File: src/rtl/bpas_pkg.sv
// bpas_pkg: widths shared by the bresenham point-at-step unit
// no dependencies

package bpas_pkg;

    localparam int COORD_WIDTH = 16;
    localparam int STEP_WIDTH  = 16;

    // move counter covers both the step count and the largest dx
    localparam int MOVE_WIDTH  = (COORD_WIDTH > STEP_WIDTH) ? COORD_WIDTH : STEP_WIDTH;

    // error increments: 2*dy fits in COORD_WIDTH+2, 2*dy - 2*dx in COORD_WIDTH+3
    localparam int INC_WIDTH   = COORD_WIDTH + 3;

    // error term after up to dx moves stays below 2^(2*COORD_WIDTH+3) in magnitude
    localparam int ERR_WIDTH   = 2 * COORD_WIDTH + 4;

endpackage

File: src/rtl/bresenham_point_at_step_unit.sv
// bresenham_point_at_step_unit: point reached on a line after a number of moves
// depends on bpas_pkg

// One request carries a start point, an end point and a step count; the
// unit returns the point reached after min(step_count, dx) Bresenham moves,
// where the endpoints are swapped first if the start lies right of the end.
// From acceptance until its result is presented, a request passes through
// ST_DIFF, which forms dx and dy, ST_INIT, which sets up the error term and
// the move count, and ST_RUN, which makes the moves one at a time on the
// single shared error adder, then writes the output register. s_ready is
// high only while the sequencer is idle. The result sits in an output
// register, so a new request is taken while the previous result still waits
// for m_ready; the sequencer stalls only if a second result is finished
// before the first has been taken.

module bresenham_point_at_step_unit (
    input  logic                                   aclk,
    input  logic                                   aresetn,

    input  logic                                   s_valid,
    output logic                                   s_ready,
    input  logic signed [bpas_pkg::COORD_WIDTH-1:0] s_start_x,
    input  logic signed [bpas_pkg::COORD_WIDTH-1:0] s_start_y,
    input  logic signed [bpas_pkg::COORD_WIDTH-1:0] s_end_x,
    input  logic signed [bpas_pkg::COORD_WIDTH-1:0] s_end_y,
    input  logic        [bpas_pkg::STEP_WIDTH-1:0]  s_step_count,

    output logic                                   m_valid,
    input  logic                                   m_ready,
    output logic signed [bpas_pkg::COORD_WIDTH-1:0] m_point_x,
    output logic signed [bpas_pkg::COORD_WIDTH-1:0] m_point_y
);

    import bpas_pkg::*;

    // sequencer states
    typedef enum logic [1:0] {
        ST_IDLE,
        ST_DIFF,
        ST_INIT,
        ST_RUN
    } state_t;

    state_t state_reg, state_next;

    // working point (start after swap) and end point
    logic signed [COORD_WIDTH-1:0] x_reg, x_next;
    logic signed [COORD_WIDTH-1:0] y_reg, y_next;
    logic signed [COORD_WIDTH-1:0] ex_reg, ex_next;
    logic signed [COORD_WIDTH-1:0] ey_reg, ey_next;
    logic        [STEP_WIDTH-1:0]  steps_reg, steps_next;

    // line deltas; dx is never negative after the swap
    logic        [COORD_WIDTH-1:0] dx_reg, dx_next;
    logic signed [COORD_WIDTH:0]   dy_reg, dy_next;

    // error term and its two increments
    logic signed [ERR_WIDTH-1:0]   err_reg, err_next;
    logic signed [INC_WIDTH-1:0]   inc_up_reg, inc_up_next;
    logic signed [INC_WIDTH-1:0]   inc_flat_reg, inc_flat_next;

    // moves still to make
    logic        [MOVE_WIDTH-1:0]  remain_reg, remain_next;

    // output register
    logic                          m_valid_reg, m_valid_next;
    logic signed [COORD_WIDTH-1:0] point_x_reg, point_x_next;
    logic signed [COORD_WIDTH-1:0] point_y_reg, point_y_next;

    logic                          out_free;
    logic                          swap;
    logic signed [COORD_WIDTH:0]   dx_wide;
    logic signed [INC_WIDTH-1:0]   dy2;
    logic signed [INC_WIDTH-1:0]   dx2;
    logic        [MOVE_WIDTH-1:0]  dx_moves;
    logic        [MOVE_WIDTH-1:0]  steps_moves;
    logic                          err_pos;

    assign out_free    = !m_valid_reg || m_ready;
    assign swap        = s_start_x > s_end_x;

    assign dx_wide     = (COORD_WIDTH+1)'(ex_reg) - (COORD_WIDTH+1)'(x_reg);
    assign dy2         = INC_WIDTH'(dy_reg) <<< 1;
    assign dx2         = $signed({2'b00, dx_reg, 1'b0});
    assign dx_moves    = MOVE_WIDTH'(dx_reg);
    assign steps_moves = MOVE_WIDTH'(steps_reg);
    assign err_pos     = !err_reg[ERR_WIDTH-1] && (err_reg != '0);

    always_comb begin
        state_next    = state_reg;
        x_next        = x_reg;
        y_next        = y_reg;
        ex_next       = ex_reg;
        ey_next       = ey_reg;
        steps_next    = steps_reg;
        dx_next       = dx_reg;
        dy_next       = dy_reg;
        err_next      = err_reg;
        inc_up_next   = inc_up_reg;
        inc_flat_next = inc_flat_reg;
        remain_next   = remain_reg;
        m_valid_next  = m_valid_reg;
        point_x_next  = point_x_reg;
        point_y_next  = point_y_reg;

        // result taken downstream
        if (m_valid_reg && m_ready) begin
            m_valid_next = 1'b0;
        end

        unique case (state_reg)
            ST_IDLE: begin
                if (s_valid) begin
                    // leftmost point becomes the start
                    x_next     = swap ? s_end_x   : s_start_x;
                    y_next     = swap ? s_end_y   : s_start_y;
                    ex_next    = swap ? s_start_x : s_end_x;
                    ey_next    = swap ? s_start_y : s_end_y;
                    steps_next = s_step_count;
                    state_next = ST_DIFF;
                end
            end
            ST_DIFF: begin
                dx_next    = dx_wide[COORD_WIDTH-1:0];
                dy_next    = (COORD_WIDTH+1)'(ey_reg) - (COORD_WIDTH+1)'(y_reg);
                state_next = ST_INIT;
            end
            ST_INIT: begin
                err_next      = ERR_WIDTH'(dy2) - ERR_WIDTH'(dx_reg);
                inc_flat_next = dy2;
                inc_up_next   = dy2 - dx2;
                // move count saturates at dx
                remain_next   = (dx_moves < steps_moves) ? dx_moves : steps_moves;
                state_next    = ST_RUN;
            end
            ST_RUN: begin
                if (remain_reg != '0) begin
                    // one bresenham move
                    x_next      = x_reg + COORD_WIDTH'(1);
                    remain_next = remain_reg - MOVE_WIDTH'(1);
                    if (err_pos) begin
                        y_next   = y_reg + COORD_WIDTH'(1);
                        err_next = err_reg + ERR_WIDTH'(inc_up_reg);
                    end else begin
                        err_next = err_reg + ERR_WIDTH'(inc_flat_reg);
                    end
                end else if (out_free) begin
                    // hand the point to the output register
                    point_x_next = x_reg;
                    point_y_next = y_reg;
                    m_valid_next = 1'b1;
                    state_next   = ST_IDLE;
                end
            end
            default: begin
                state_next = ST_IDLE;
            end
        endcase
    end

    always_ff @(posedge aclk) begin
        if (!aresetn) begin
            state_reg   <= ST_IDLE;
            m_valid_reg <= 1'b0;
        end else begin
            state_reg    <= state_next;
            m_valid_reg  <= m_valid_next;
            x_reg        <= x_next;
            y_reg        <= y_next;
            ex_reg       <= ex_next;
            ey_reg       <= ey_next;
            steps_reg    <= steps_next;
            dx_reg       <= dx_next;
            dy_reg       <= dy_next;
            err_reg      <= err_next;
            inc_up_reg   <= inc_up_next;
            inc_flat_reg <= inc_flat_next;
            remain_reg   <= remain_next;
            point_x_reg  <= point_x_next;
            point_y_reg  <= point_y_next;
        end
    end

    assign s_ready   = (state_reg == ST_IDLE);
    assign m_valid   = m_valid_reg;
    assign m_point_x = point_x_reg;
    assign m_point_y = point_y_reg;

    // distance left to the end point, for the overrun check
    logic [COORD_WIDTH:0] to_end;
    assign to_end = (COORD_WIDTH+1)'(ex_reg) - (COORD_WIDTH+1)'(x_reg);

    // remaining moves never carry x past the end point
    a_no_overrun: assert property (@(posedge aclk) disable iff (!aresetn)
        (state_reg == ST_RUN) |->
            (!to_end[COORD_WIDTH] && (MOVE_WIDTH'(to_end[COORD_WIDTH-1:0]) >= remain_reg)))
        else $error("move count would pass the end point");

    // finished point with a free output slot shows up as a result next cycle
    a_result_out: assert property (@(posedge aclk) disable iff (!aresetn)
        (state_reg == ST_RUN && remain_reg == '0 && out_free) |=>
            (m_valid_reg && state_reg == ST_IDLE && m_point_x == $past(x_reg)))
        else $error("finished point not presented");

endmodule

File: config.mk
export PLATFORM = sky130hd
export DESIGN_NAME = bresenham_point_at_step_unit
export DESIGN_NICKNAME = d
export VERILOG_FILES = /design/src/rtl/bpas_pkg.sv /design/src/rtl/bresenham_point_at_step_unit.sv
export SDC_FILE = /design/constraint.sdc
export NUM_CORES = 1
export LEC_CHECK = 0
export BUFFER_PORTS_ARGS = -buffer_cell sky130_fd_sc_hd__clkbuf_2
export CELL_PAD_IN_SITES_DETAIL_PLACEMENT = 0
export CELL_PAD_IN_SITES_GLOBAL_PLACEMENT = 1
export CORE_ASPECT_RATIO = 1.2
export CORE_MARGIN = 2
export CORE_UTILIZATION = 54
export CTS_BUF_LIST = sky130_fd_sc_hd__clkbuf_8
export CTS_CLUSTER_SIZE = 24
export DETAILED_ROUTE_END_ITERATION = 8
export PLACE_DENSITY = 0.95
export SLEW_MARGIN = 20
export SYNTH_ARGS = -nofsm -noshare
export SYNTH_HDL_FRONTEND = slang
export SYNTH_SLANG_ARGS = --single-unit
File: constraint.sdc
create_clock -name aclk -period 6.85 [get_ports aclk]
set_clock_uncertainty 0.05 [all_clocks]
set_input_delay 0.3425 -clock aclk [delete_from_list [all_inputs] [get_ports aclk]]
set_output_delay 0.3425 -clock aclk [all_outputs]
set_load 0.05 [all_outputs]
---- Word-level counts from Yosys, hierarchy flattened ----
Index checks and enable logic that the tools add are counted.
storage, ports and cells
  flip-flop bits (word level) ............. 236
  bits of input ports ..................... 84
  word-level logic and storage cells ...... 78
operators by class
  add/subtract/negate cells ............... 9
  order comparisons ....................... 2
  equal/unequal tests ..................... 8
  multiplexer cells ....................... 25
  bitwise gates (word level) .............. 1
  reductions and logical operators ........ 18
operator list
  kind                                                 count
  two-way mux 16 bit                                   11
  case mux 16 bit (2 select lines)                     3
  two-way mux 36 bit                                   2
  case mux 36 bit (2 select lines)                     1
  adder 36 x 18 -> 36 bit                              1
  adder 36 x 19 -> 36 bit                              1
  nonzero test 36 bit                                  1
  adder 16 x 2 -> 16 bit (second input constant)       2
  subtractor 18 x 17 -> 19 bit                         1
  subtractor 18 x 18 -> 19 bit                         1
  subtractor 16 x 16 -> 17 bit                         1
  > comparator 16 bit                                  1
  less-than comparator 16 bit                          1
  nonzero test 16 bit                                  1
  subtractor 16 x 1 -> 16 bit (second input constant)  1
  subtractor 16 bit                                    1
  inequality test 2 bit (second input constant)        5
  AND reduction 3 bit                                  3
  case mux 2 bit (4 select lines)                      1
  AND reduction 4 bit                                  2
  two-way mux 2 bit                                    3
  AND reduction 5 bit                                  1
  == test 2 bit (second input constant)                2
  two-way mux 1 bit                                    4
  other kinds (8)                                      12

---- Longest topological paths before layout ----
Gate-level depths: netlist (run 1).
  depth after elaboration ................. 5
  depth in mapped cells ................... 17
  mapped depth without buffers ............ 16

---- Worst setup path before layout (run 1) ----
No wires, ideal clock.
  path kind ............................... reg-to-reg
  start ................................... register err_reg[2]
  end ..................................... register err_reg[35] (data pin)
  arrival ................................. 4.334 ns
  data required time ...................... 6.546 ns
  setup slack ............................. 2.212 ns
  cell stages (with the launch flop) ...... 18
  buffers on the path ..................... 2
  clock period less this slack ............ 4.638 ns
  path through ............................ edfxtp_1 > nor4_1 > nand4_1 > nor3_1 > or2_2 > buf_2 > buf_1 > mux2_2 > ha_1 > a21o_1 > a21o_1 > a21o_2 > a211oi_1 > o2111ai_2 > a2111oi_2 > o41ai_2 > xor2_1 > a21o_1
on the way
  cells in the longest elaborated chain, start to end .. 5
  elaborated cells on any way between the ends .. 7
  classes of those cells .................. add/sub (2); mux (3); reduce/logical (2)
RTL lines
  what                                                             line                                 text
  start: declaration                                               bresenham_point_at_step_unit.sv:58   logic signed [ERR_WIDTH-1:0] err_reg, err_next;
  start signal: assignment                                         bresenham_point_at_step_unit.sv:175  err_reg <= err_next;
  branches (longest 2 deep; another with adder 36 x 18 -> 36 bit)  --
  two-way mux 36 bit (*)                                           bresenham_point_at_step_unit.sv:141  if (err_pos) begin
  two-way mux 36 bit (*)                                           bresenham_point_at_step_unit.sv:137  if (remain_reg != '0) begin
  case mux 36 bit (2 select lines) (*)                             bresenham_point_at_step_unit.sv:111  unique case (state_reg)
  named net err_next[35]                                           bresenham_point_at_step_unit.sv:58
Mark *: on every way through the listed nets, which the timed path passes. The select of a mux whose other input is x is not followed.
A chain may end at the register's enable or synchronous reset.

---- Worst setup path after layout (run 1) ----
Ends and elaborated chain as after synthesis.

==> results.sh, run 1 <==
export IMPL_clock_fmax_mhz=186
export IMPL_ctsHoldBuffers=16
export IMPL_tritoncts_num_sinks=235
export IMPL_tightestPinTransition_ps=1030
export IMPL_leakagePower_nw=7.18
export IMPL_clock_path_buffers=3
export IMPL_grt_start_max_net_pins=111
export IMPL_timing_hold_violations_final=0
export IMPL_critical_path_class="reg2reg"
export IMPL_area_growth_syn_to_layout_pct=11.8
export IMPL_grt_antenna_before_repair=0
export IMPL_maxSlewHeadroom_pct=31.5
export IMPL_fillCellCount=2326
export IMPL_tns_ps=0
export IMPL_path_max_fanout=19
export IMPL_switchingPower_w=0.00237
export IMPL_largest_reg_flops=36
export IMPL_initialDrtViolationCount=629
export IMPL_comb_power_share_pct=44.6
export IMPL_power_report_internal_total_w=0.00389
export IMPL_worstHoldStart="aresetn"
export IMPL_dr_total_vias=11473
export IMPL_synth_yosys_seq_area_share_pct=44.8
export IMPL_die_area_sq_mm=0.0304
export IMPL_crit_path_start="err_reg[2]"
export IMPL_power_per_unit_of_standard_cell_area_mw_per_mm2=357
export IMPL_outcome="finished, final reports clean"
export IMPL_hp_class="in2reg"
export IMPL_first_pass_grt_wire_length_microns=55000
export IMPL_drc=0
export IMPL_delay_of_the_slowest_cell_on_the_worst_path_ps=610
export IMPL_power_total_w=0.00626
export IMPL_timing_critical_path_to_type="register"
export IMPL_pwr_share_clk_pct=19.0
export IMPL_synth_top_flop_cell="edfxtp_1"
export IMPL_routed_wl_microns=33800
export IMPL_rows=68
export IMPL_critPathArrivalTime_ps=5620
export IMPL_timing_critical_path_from_type="register"
export IMPL_portion_of_total_power_attributed_to_sequential_cells_pct=36.4
export IMPL_ioPinCount=118
export IMPL_finalCriticalPeriod_ps=5370
export IMPL_layout_cell_area_non_filler_sq_mm=0.0175
export IMPL_ant_nets=0
export IMPL_tritoncts_num_buffers=40
export IMPL_drv_slew=0
export IMPL_cts_htree_levels=2
export IMPL_post_synth_instance_area_sq_mm=0.0157
export IMPL_placer_s_final_routability_congestion_estimate=0.853
export IMPL_clock_root_buffer="clkbuf_8"
export IMPL_finalSetupViolCount=0
export IMPL_cts_tree="built"
export IMPL_multi_input_area_sq_mm=0.00805
export IMPL_grt_usage_pct=22.1
export IMPL_post_synth_num_cell_types=79
export IMPL_fp_dieW_microns=160
export IMPL_place_hpwl_microns=24400
export IMPL_syn_avg_cell_area_sq_um=10.7
export IMPL_critical_path_slowest_cell="nor4_1"
export IMPL_clock_insertion_delay_worst_skew_ps=550
export IMPL_antenna_diode_count=0
export IMPL_portBuffers=117
export IMPL_route_detailed_wl_per_inst_microns=16.7
export IMPL_synth_nets=1690
export IMPL_timing_critical_path_cells="nor4_1 -> nand4_1 -> nor3_1 -> or2_2 -> mux2_2 -> ha_1 -> fa_1 -> a21oi_1 -> o21ai_2 -> a211oi_4 -> a2bb2oi_2 -> o2111ai_2 -> a2111oi_2 -> o41ai_2 -> xor2_1 -> a21o_1"
export IMPL_finalCoreUtilization_pct=61.1
export IMPL_finalCritPeriodShare_pct=78.4
export IMPL_global_route_overflow_total=0
export IMPL_postSynthCellCount=1466
export IMPL_initial_core_util_pct=54.7
export IMPL_vias_per_cell=5.68
export IMPL_regArea_sq_mm=0.00703
export IMPL_synthArstFlopShare_pct=0
export IMPL_drive_above_1_share_pct=16.0
export IMPL_worst_setup_hold_path_clk_slew_ps=60
export IMPL_finish_net_count=1835
export IMPL_ys_seq_elements=235
export IMPL_cts_repair_resize_count=0
export IMPL_synth_warning_count=0
export IMPL_post_cts_setup_buffers=0
export IMPL_synth_edff_count=232
export IMPL_design_core_area_sq_mm=0.0287
export IMPL_first_global_vias=11412
export IMPL_dpl_cell_area_sq_mm=0.0166
export IMPL_drv_max_cap_violation_count=0
export IMPL_worst_ir_drop_vdd_mv=0.194
export IMPL_timing_critical_path_required_ps=7100
export IMPL_dieHeight_microns=191
export IMPL_power_switching_share_pct=37.9
export IMPL_unrepaired_setup_endpoints_after_global_routing="no"
export IMPL_firstDrtPassIters=5
export IMPL_worstReg2RegStart="err_reg[2]"
-- power by group through the flow --
stage | clock network [W] | logic [W] | registers, W
final | 0.00119 | 0.00279 | 0.00228
after global routing | 0.00126 | 0.00313 | 0.00231
after CTS | 0.00120 | 0.00277 | 0.00228
after detailed placement | 0 | 0.00273 | 0.00230
after global placement | 0 | 0.00266 | 0.00229
after floorplan | 0 | 0.00221 | 0.00223
-- kinds of logic (layout without fill, tap and decap cells) --
| kind of cell | after synthesis | after routing | synth area share (%) |
|---|---|---|---|
| adder cells (fa/ha/maj) | 140 | 140 | 11.4 |
| multiplexers | 85 | 85 | 5.83 |
| buffers and inverters | 155 | 325 | 4.17 |
| XOR/XNOR | 113 | 113 | 6.32 |
| AO/OA/AOI/OAI | 349 | 349 | 15.4 |
| AND/OR/NAND/NOR | 389 | 389 | 12.0 |
| flip-flops | 235 | 235 | 44.8 |
-- metrics by stage --
stage | std cells | hold WS, ps | setup WS (ps)
3_3_place_gp | 1937 | 382 | 1640
2_1_floorplan | 1466 | 376 | 2210
4_1_cts | 2020 | 23.5 | 1490
5_1_grt | 2021 | 50.9 | 1290
3_5_place_dp | 1937 | 403 | 1520
6_report | 2021 | 47.4 | 1480
-- placed cells by master (no fill, tap or decap), types with 12 or more instances in the layout --
cell and instances:
o21a_1 12, clkbuf_8 40, xnor2_1 83, nand3_1 63, nand2_1 104, ha_1 134, mux2_2 49, dlygate4sd3_1 16
nand2b_1 19, xor2_1 30, edfxtp_1 232, mux2i_1 35, a2111o_1 15, nor4_1 12, nor3_1 30, a21oi_1 73
inv_1 128, nor2_1 79, a22oi_1 15, a21o_1 56, o21ai_0 72, nor2b_1 17, clkbuf_2 117
-- path summary, 6_finish.rpt --
kind                  endpoint  slack, ps  cells after the start
setup / recovery   err_reg[35]       1480                     16
hold / removal    state_reg[0]         50                      3
setup reg to reg   err_reg[35]       1480                     16
hold reg to reg   m_point_y[9]        430                      0
-- layer usage --
layer / routed length, microns / share of wire, % / global-route usage [%] / vias up
met5: 0 / 0 / 0 / -
met1: 14800 / 44 / 27.7 / 5346
li1: - / - / - / 5731
met2: 16300 / 48 / 38.6 / 323
met3: 1560 / 4.6 / 3.07 / 73
met4: 1170 / 3.5 / 9.09 / 0
-- synthesized netlist by cell type, types with 30 or more instances --
cell type,count,share of area [%]
a21o_1,56,2.7
a21oi_1,73,2.3
edfxtp_1,232,44
ha_1,135,11
inv_1,116,2.8
mux2_2,49,3.5
mux2i_1,35,2.2
nand2_1,105,2.5
nand3_1,63,2.0
nor2_1,81,1.9
nor3_1,31,0.99
o21ai_0,72,2.3
xnor2_1,83,4.6
xor2_1,30,1.7
-- critical path: cells and delay by family (launching register included) --
| kind | cells | cell delay [ps] |
|---|---|---|
| mux | 1 | 400 |
| simple gates | 4 | 1530 |
| xor+xnor | 1 | 150 |
| compound gates | 8 | 1910 |
| fa+ha+maj | 2 | 620 |
| flops | 1 | 440 |
-- final cells by class --
type / instances / area share, %
multi-input combinational: 1076 / 45.9
sequential: 235 / 40.1
timing repair buffer: 142 / 4.64
clock buffer: 40 / 3.14
tap: 385 / 2.75
inverter: 116 / 2.48
clock inverter: 27 / 0.971
Note: power is estimated with default switching activity, not from simulation.
==> run 2, diff against run 1 <==
CORE_UTILIZATION = 50   (was 54)
PLACE_DENSITY = 0.91   (was 0.95)
clock period = 5 ns   (was 6.85 ns; I/O delays follow)
==> results.sh, run 2 (same netlist as run 1, synthesis figures left out) <==
export IMPL_timing_critical_path_from_type="register"
export IMPL_portion_of_total_power_attributed_to_sequential_cells_pct=35.1
export IMPL_timing_critical_path_required_ps=5260
export IMPL_critical_path_slowest_cell="edfxtp_1"
export IMPL_antenna_diode_count=0
export IMPL_initialDrtViolationCount=662
export IMPL_finish_net_count=1909
export IMPL_finalCriticalPeriod_ps=4670
export IMPL_vias_per_cell=5.56
export IMPL_clock_insertion_delay_worst_skew_ps=570
export IMPL_layout_cells_most_common="edfxtp_1"
export IMPL_timing_hold_violations_final=0
export IMPL_drc=0
export IMPL_clock_root_buffer="clkbuf_8"
export IMPL_drive_above_1_share_pct=16.4
export IMPL_portBuffers=117
export IMPL_power_report_internal_total_w=0.00560
export IMPL_critical_path_buf_inv_count=0
export IMPL_dr_total_vias=11750
export IMPL_cts_htree_levels=2
export IMPL_hp_class="in2reg"
export IMPL_timing_critical_path_to_type="register"
export IMPL_switchingPower_w=0.00333
export IMPL_pwr_share_clk_pct=20.8
export IMPL_route_detailed_wl_per_inst_microns=16.8
export IMPL_area_growth_syn_to_layout_pct=17.4
export IMPL_comb_power_share_pct=44.1
export IMPL_initial_core_util_pct=50.4
export IMPL_die_area_sq_mm=0.0328
export IMPL_critical_path_top_delay_family="compound AO/OA/AOI/OAI gates"
export IMPL_grt_usage_pct=21.7
export IMPL_drv_slew=0
export IMPL_place_hpwl_microns=25600
export IMPL_ioPinCount=118
export IMPL_firstDrtPassIters=5
export IMPL_tritoncts_num_buffers=41
export IMPL_drv_max_cap_violation_count=0
export IMPL_finalCritPeriodShare_pct=93.3
export IMPL_clock_path_buffers=3
export IMPL_tritoncts_num_sinks=235
export IMPL_critPathArrivalTime_ps=4930
export IMPL_dieHeight_microns=198
export IMPL_power_switching_share_pct=37.3
export IMPL_largest_reg_flops=36
export IMPL_fin_worst_hold_slack_ps=31.2
export IMPL_outcome="finished, final reports clean"
export IMPL_first_pass_grt_wire_length_microns=58400
export IMPL_fp_dieW_microns=166
export IMPL_timing_critical_path_cells="nor4_1 -> nand4_1 -> nor3_2 -> or2_4 -> mux2_2 -> ha_1 -> fa_1 -> a21oi_1 -> o21ai_2 -> a211oi_4 -> a2bb2oi_2 -> o2111ai_2 -> a2111oi_2 -> o41ai_2 -> xor2_1 -> a21o_1"
export IMPL_worst_ir_drop_vdd_mv=0.247
export IMPL_unrepaired_setup_endpoints_after_global_routing="no"
export IMPL_global_route_overflow_total=0
export IMPL_first_global_vias=12188
export IMPL_mostFrequentLayoutCells="edfxtp_1, ha_1, inv_1"
export IMPL_grt_start_max_net_pins=99
export IMPL_tns_ps=0
export IMPL_routed_wl_microns=35500
export IMPL_maxSlewHeadroom_pct=28.2
export IMPL_leakagePower_nw=7.52
export IMPL_worst_setup_hold_path_clk_slew_ps=60
export IMPL_tightestPinTransition_ps=1070
export IMPL_rows=71
export IMPL_finalSetupViolCount=0
export IMPL_placer_s_final_routability_congestion_estimate=0.888
export IMPL_critical_path_class="reg2reg"
export IMPL_finalCoreUtilization_pct=59.1
export IMPL_ant_nets=0
export IMPL_power_per_unit_of_standard_cell_area_mw_per_mm2=486
export IMPL_path_max_fanout=9
export IMPL_design_core_area_sq_mm=0.0311
export IMPL_clock_fmax_mhz=214
export IMPL_grt_antenna_before_repair=0
export IMPL_cts_tree="built"
export IMPL_delay_of_the_slowest_cell_on_the_worst_path_ps=400
## run 2: area by class of cell
| class | instances | area [sq um] |
|---|---|---|
| clock buffer | 41 | 564 |
| clock inverter | 31 | 277 |
| fill | 2560 | 12700 |
| inverter | 116 | 435 |
| multi-input combinational | 1076 | 8060 |
| sequential | 235 | 7030 |
| tap | 401 | 502 |
| timing repair buffer | 215 | 1530 |
## run 2: path summary, 6_finish.rpt
check | start | endpoint | slack (ps) | cells past startpoint
max | err_reg[28] | err_reg[35] | 330 | 16
min | s_end_y[11] | y_reg[11] | 30 | 3
max reg2reg | err_reg[28] | err_reg[35] | 330 | 16
min reg2reg | x_reg[5] | m_point_x[5] | 420 | 0
## run 2: what timing repair did
action / 4_1_cts / 5_1_grt
resized for setup: 0 / 4
buffers inserted: 0 / 0
hold endpoints to repair: 54 / 0
hold buffers: 82 / 0
endpoints found under the setup margin: 0 / 5
## run 2: per-layer routing
metal	part of all wire [%]	routed length, microns	track usage, %	up-vias
met3	4.1	1460	3.30	80
li1	-	-	-	5878
met2	50	17800	39.7	279
met4	4.0	1440	9.95	0
met1	42	14800	25.2	5513
met5	0	0	0	-
## run 2: stage by stage
stage,setup slack [ps],cell area (sq um),total power (W),cells
global placement,288,16700,0.00686,1960
floorplan,362,15700,0.00609,1466
finish,335,18400,0.00893,2115
detailed placement,161,16700,0.00697,1960
global route,51.3,18400,0.00956,2115
CTS,150,18400,0.00893,2114
## run 2: power by group through the flow
stage          logic, W  clock network, W  registers, W
3_3_place_gp    0.00370                 0       0.00316
5_1_grt         0.00442           0.00197       0.00318
3_5_place_dp    0.00380                 0       0.00317
2_1_floorplan   0.00303                 0       0.00306
4_1_cts         0.00391           0.00188       0.00313
6_report        0.00394           0.00185       0.00314
## run 2: worst register-to-register path, stage by stage (launching register included)
cell and delay (ps):
edfxtp_1 400, nor4_1 370, nand4_1 150, nor3_2 280, or2_4 240, mux2_2 350, ha_1 210, fa_1 400
a21oi_1 250, o21ai_2 130, a211oi_4 260, a2bb2oi_2 230, o2111ai_2 200, a2111oi_2 390, o41ai_2 140, xor2_1 150
a21o_1 190
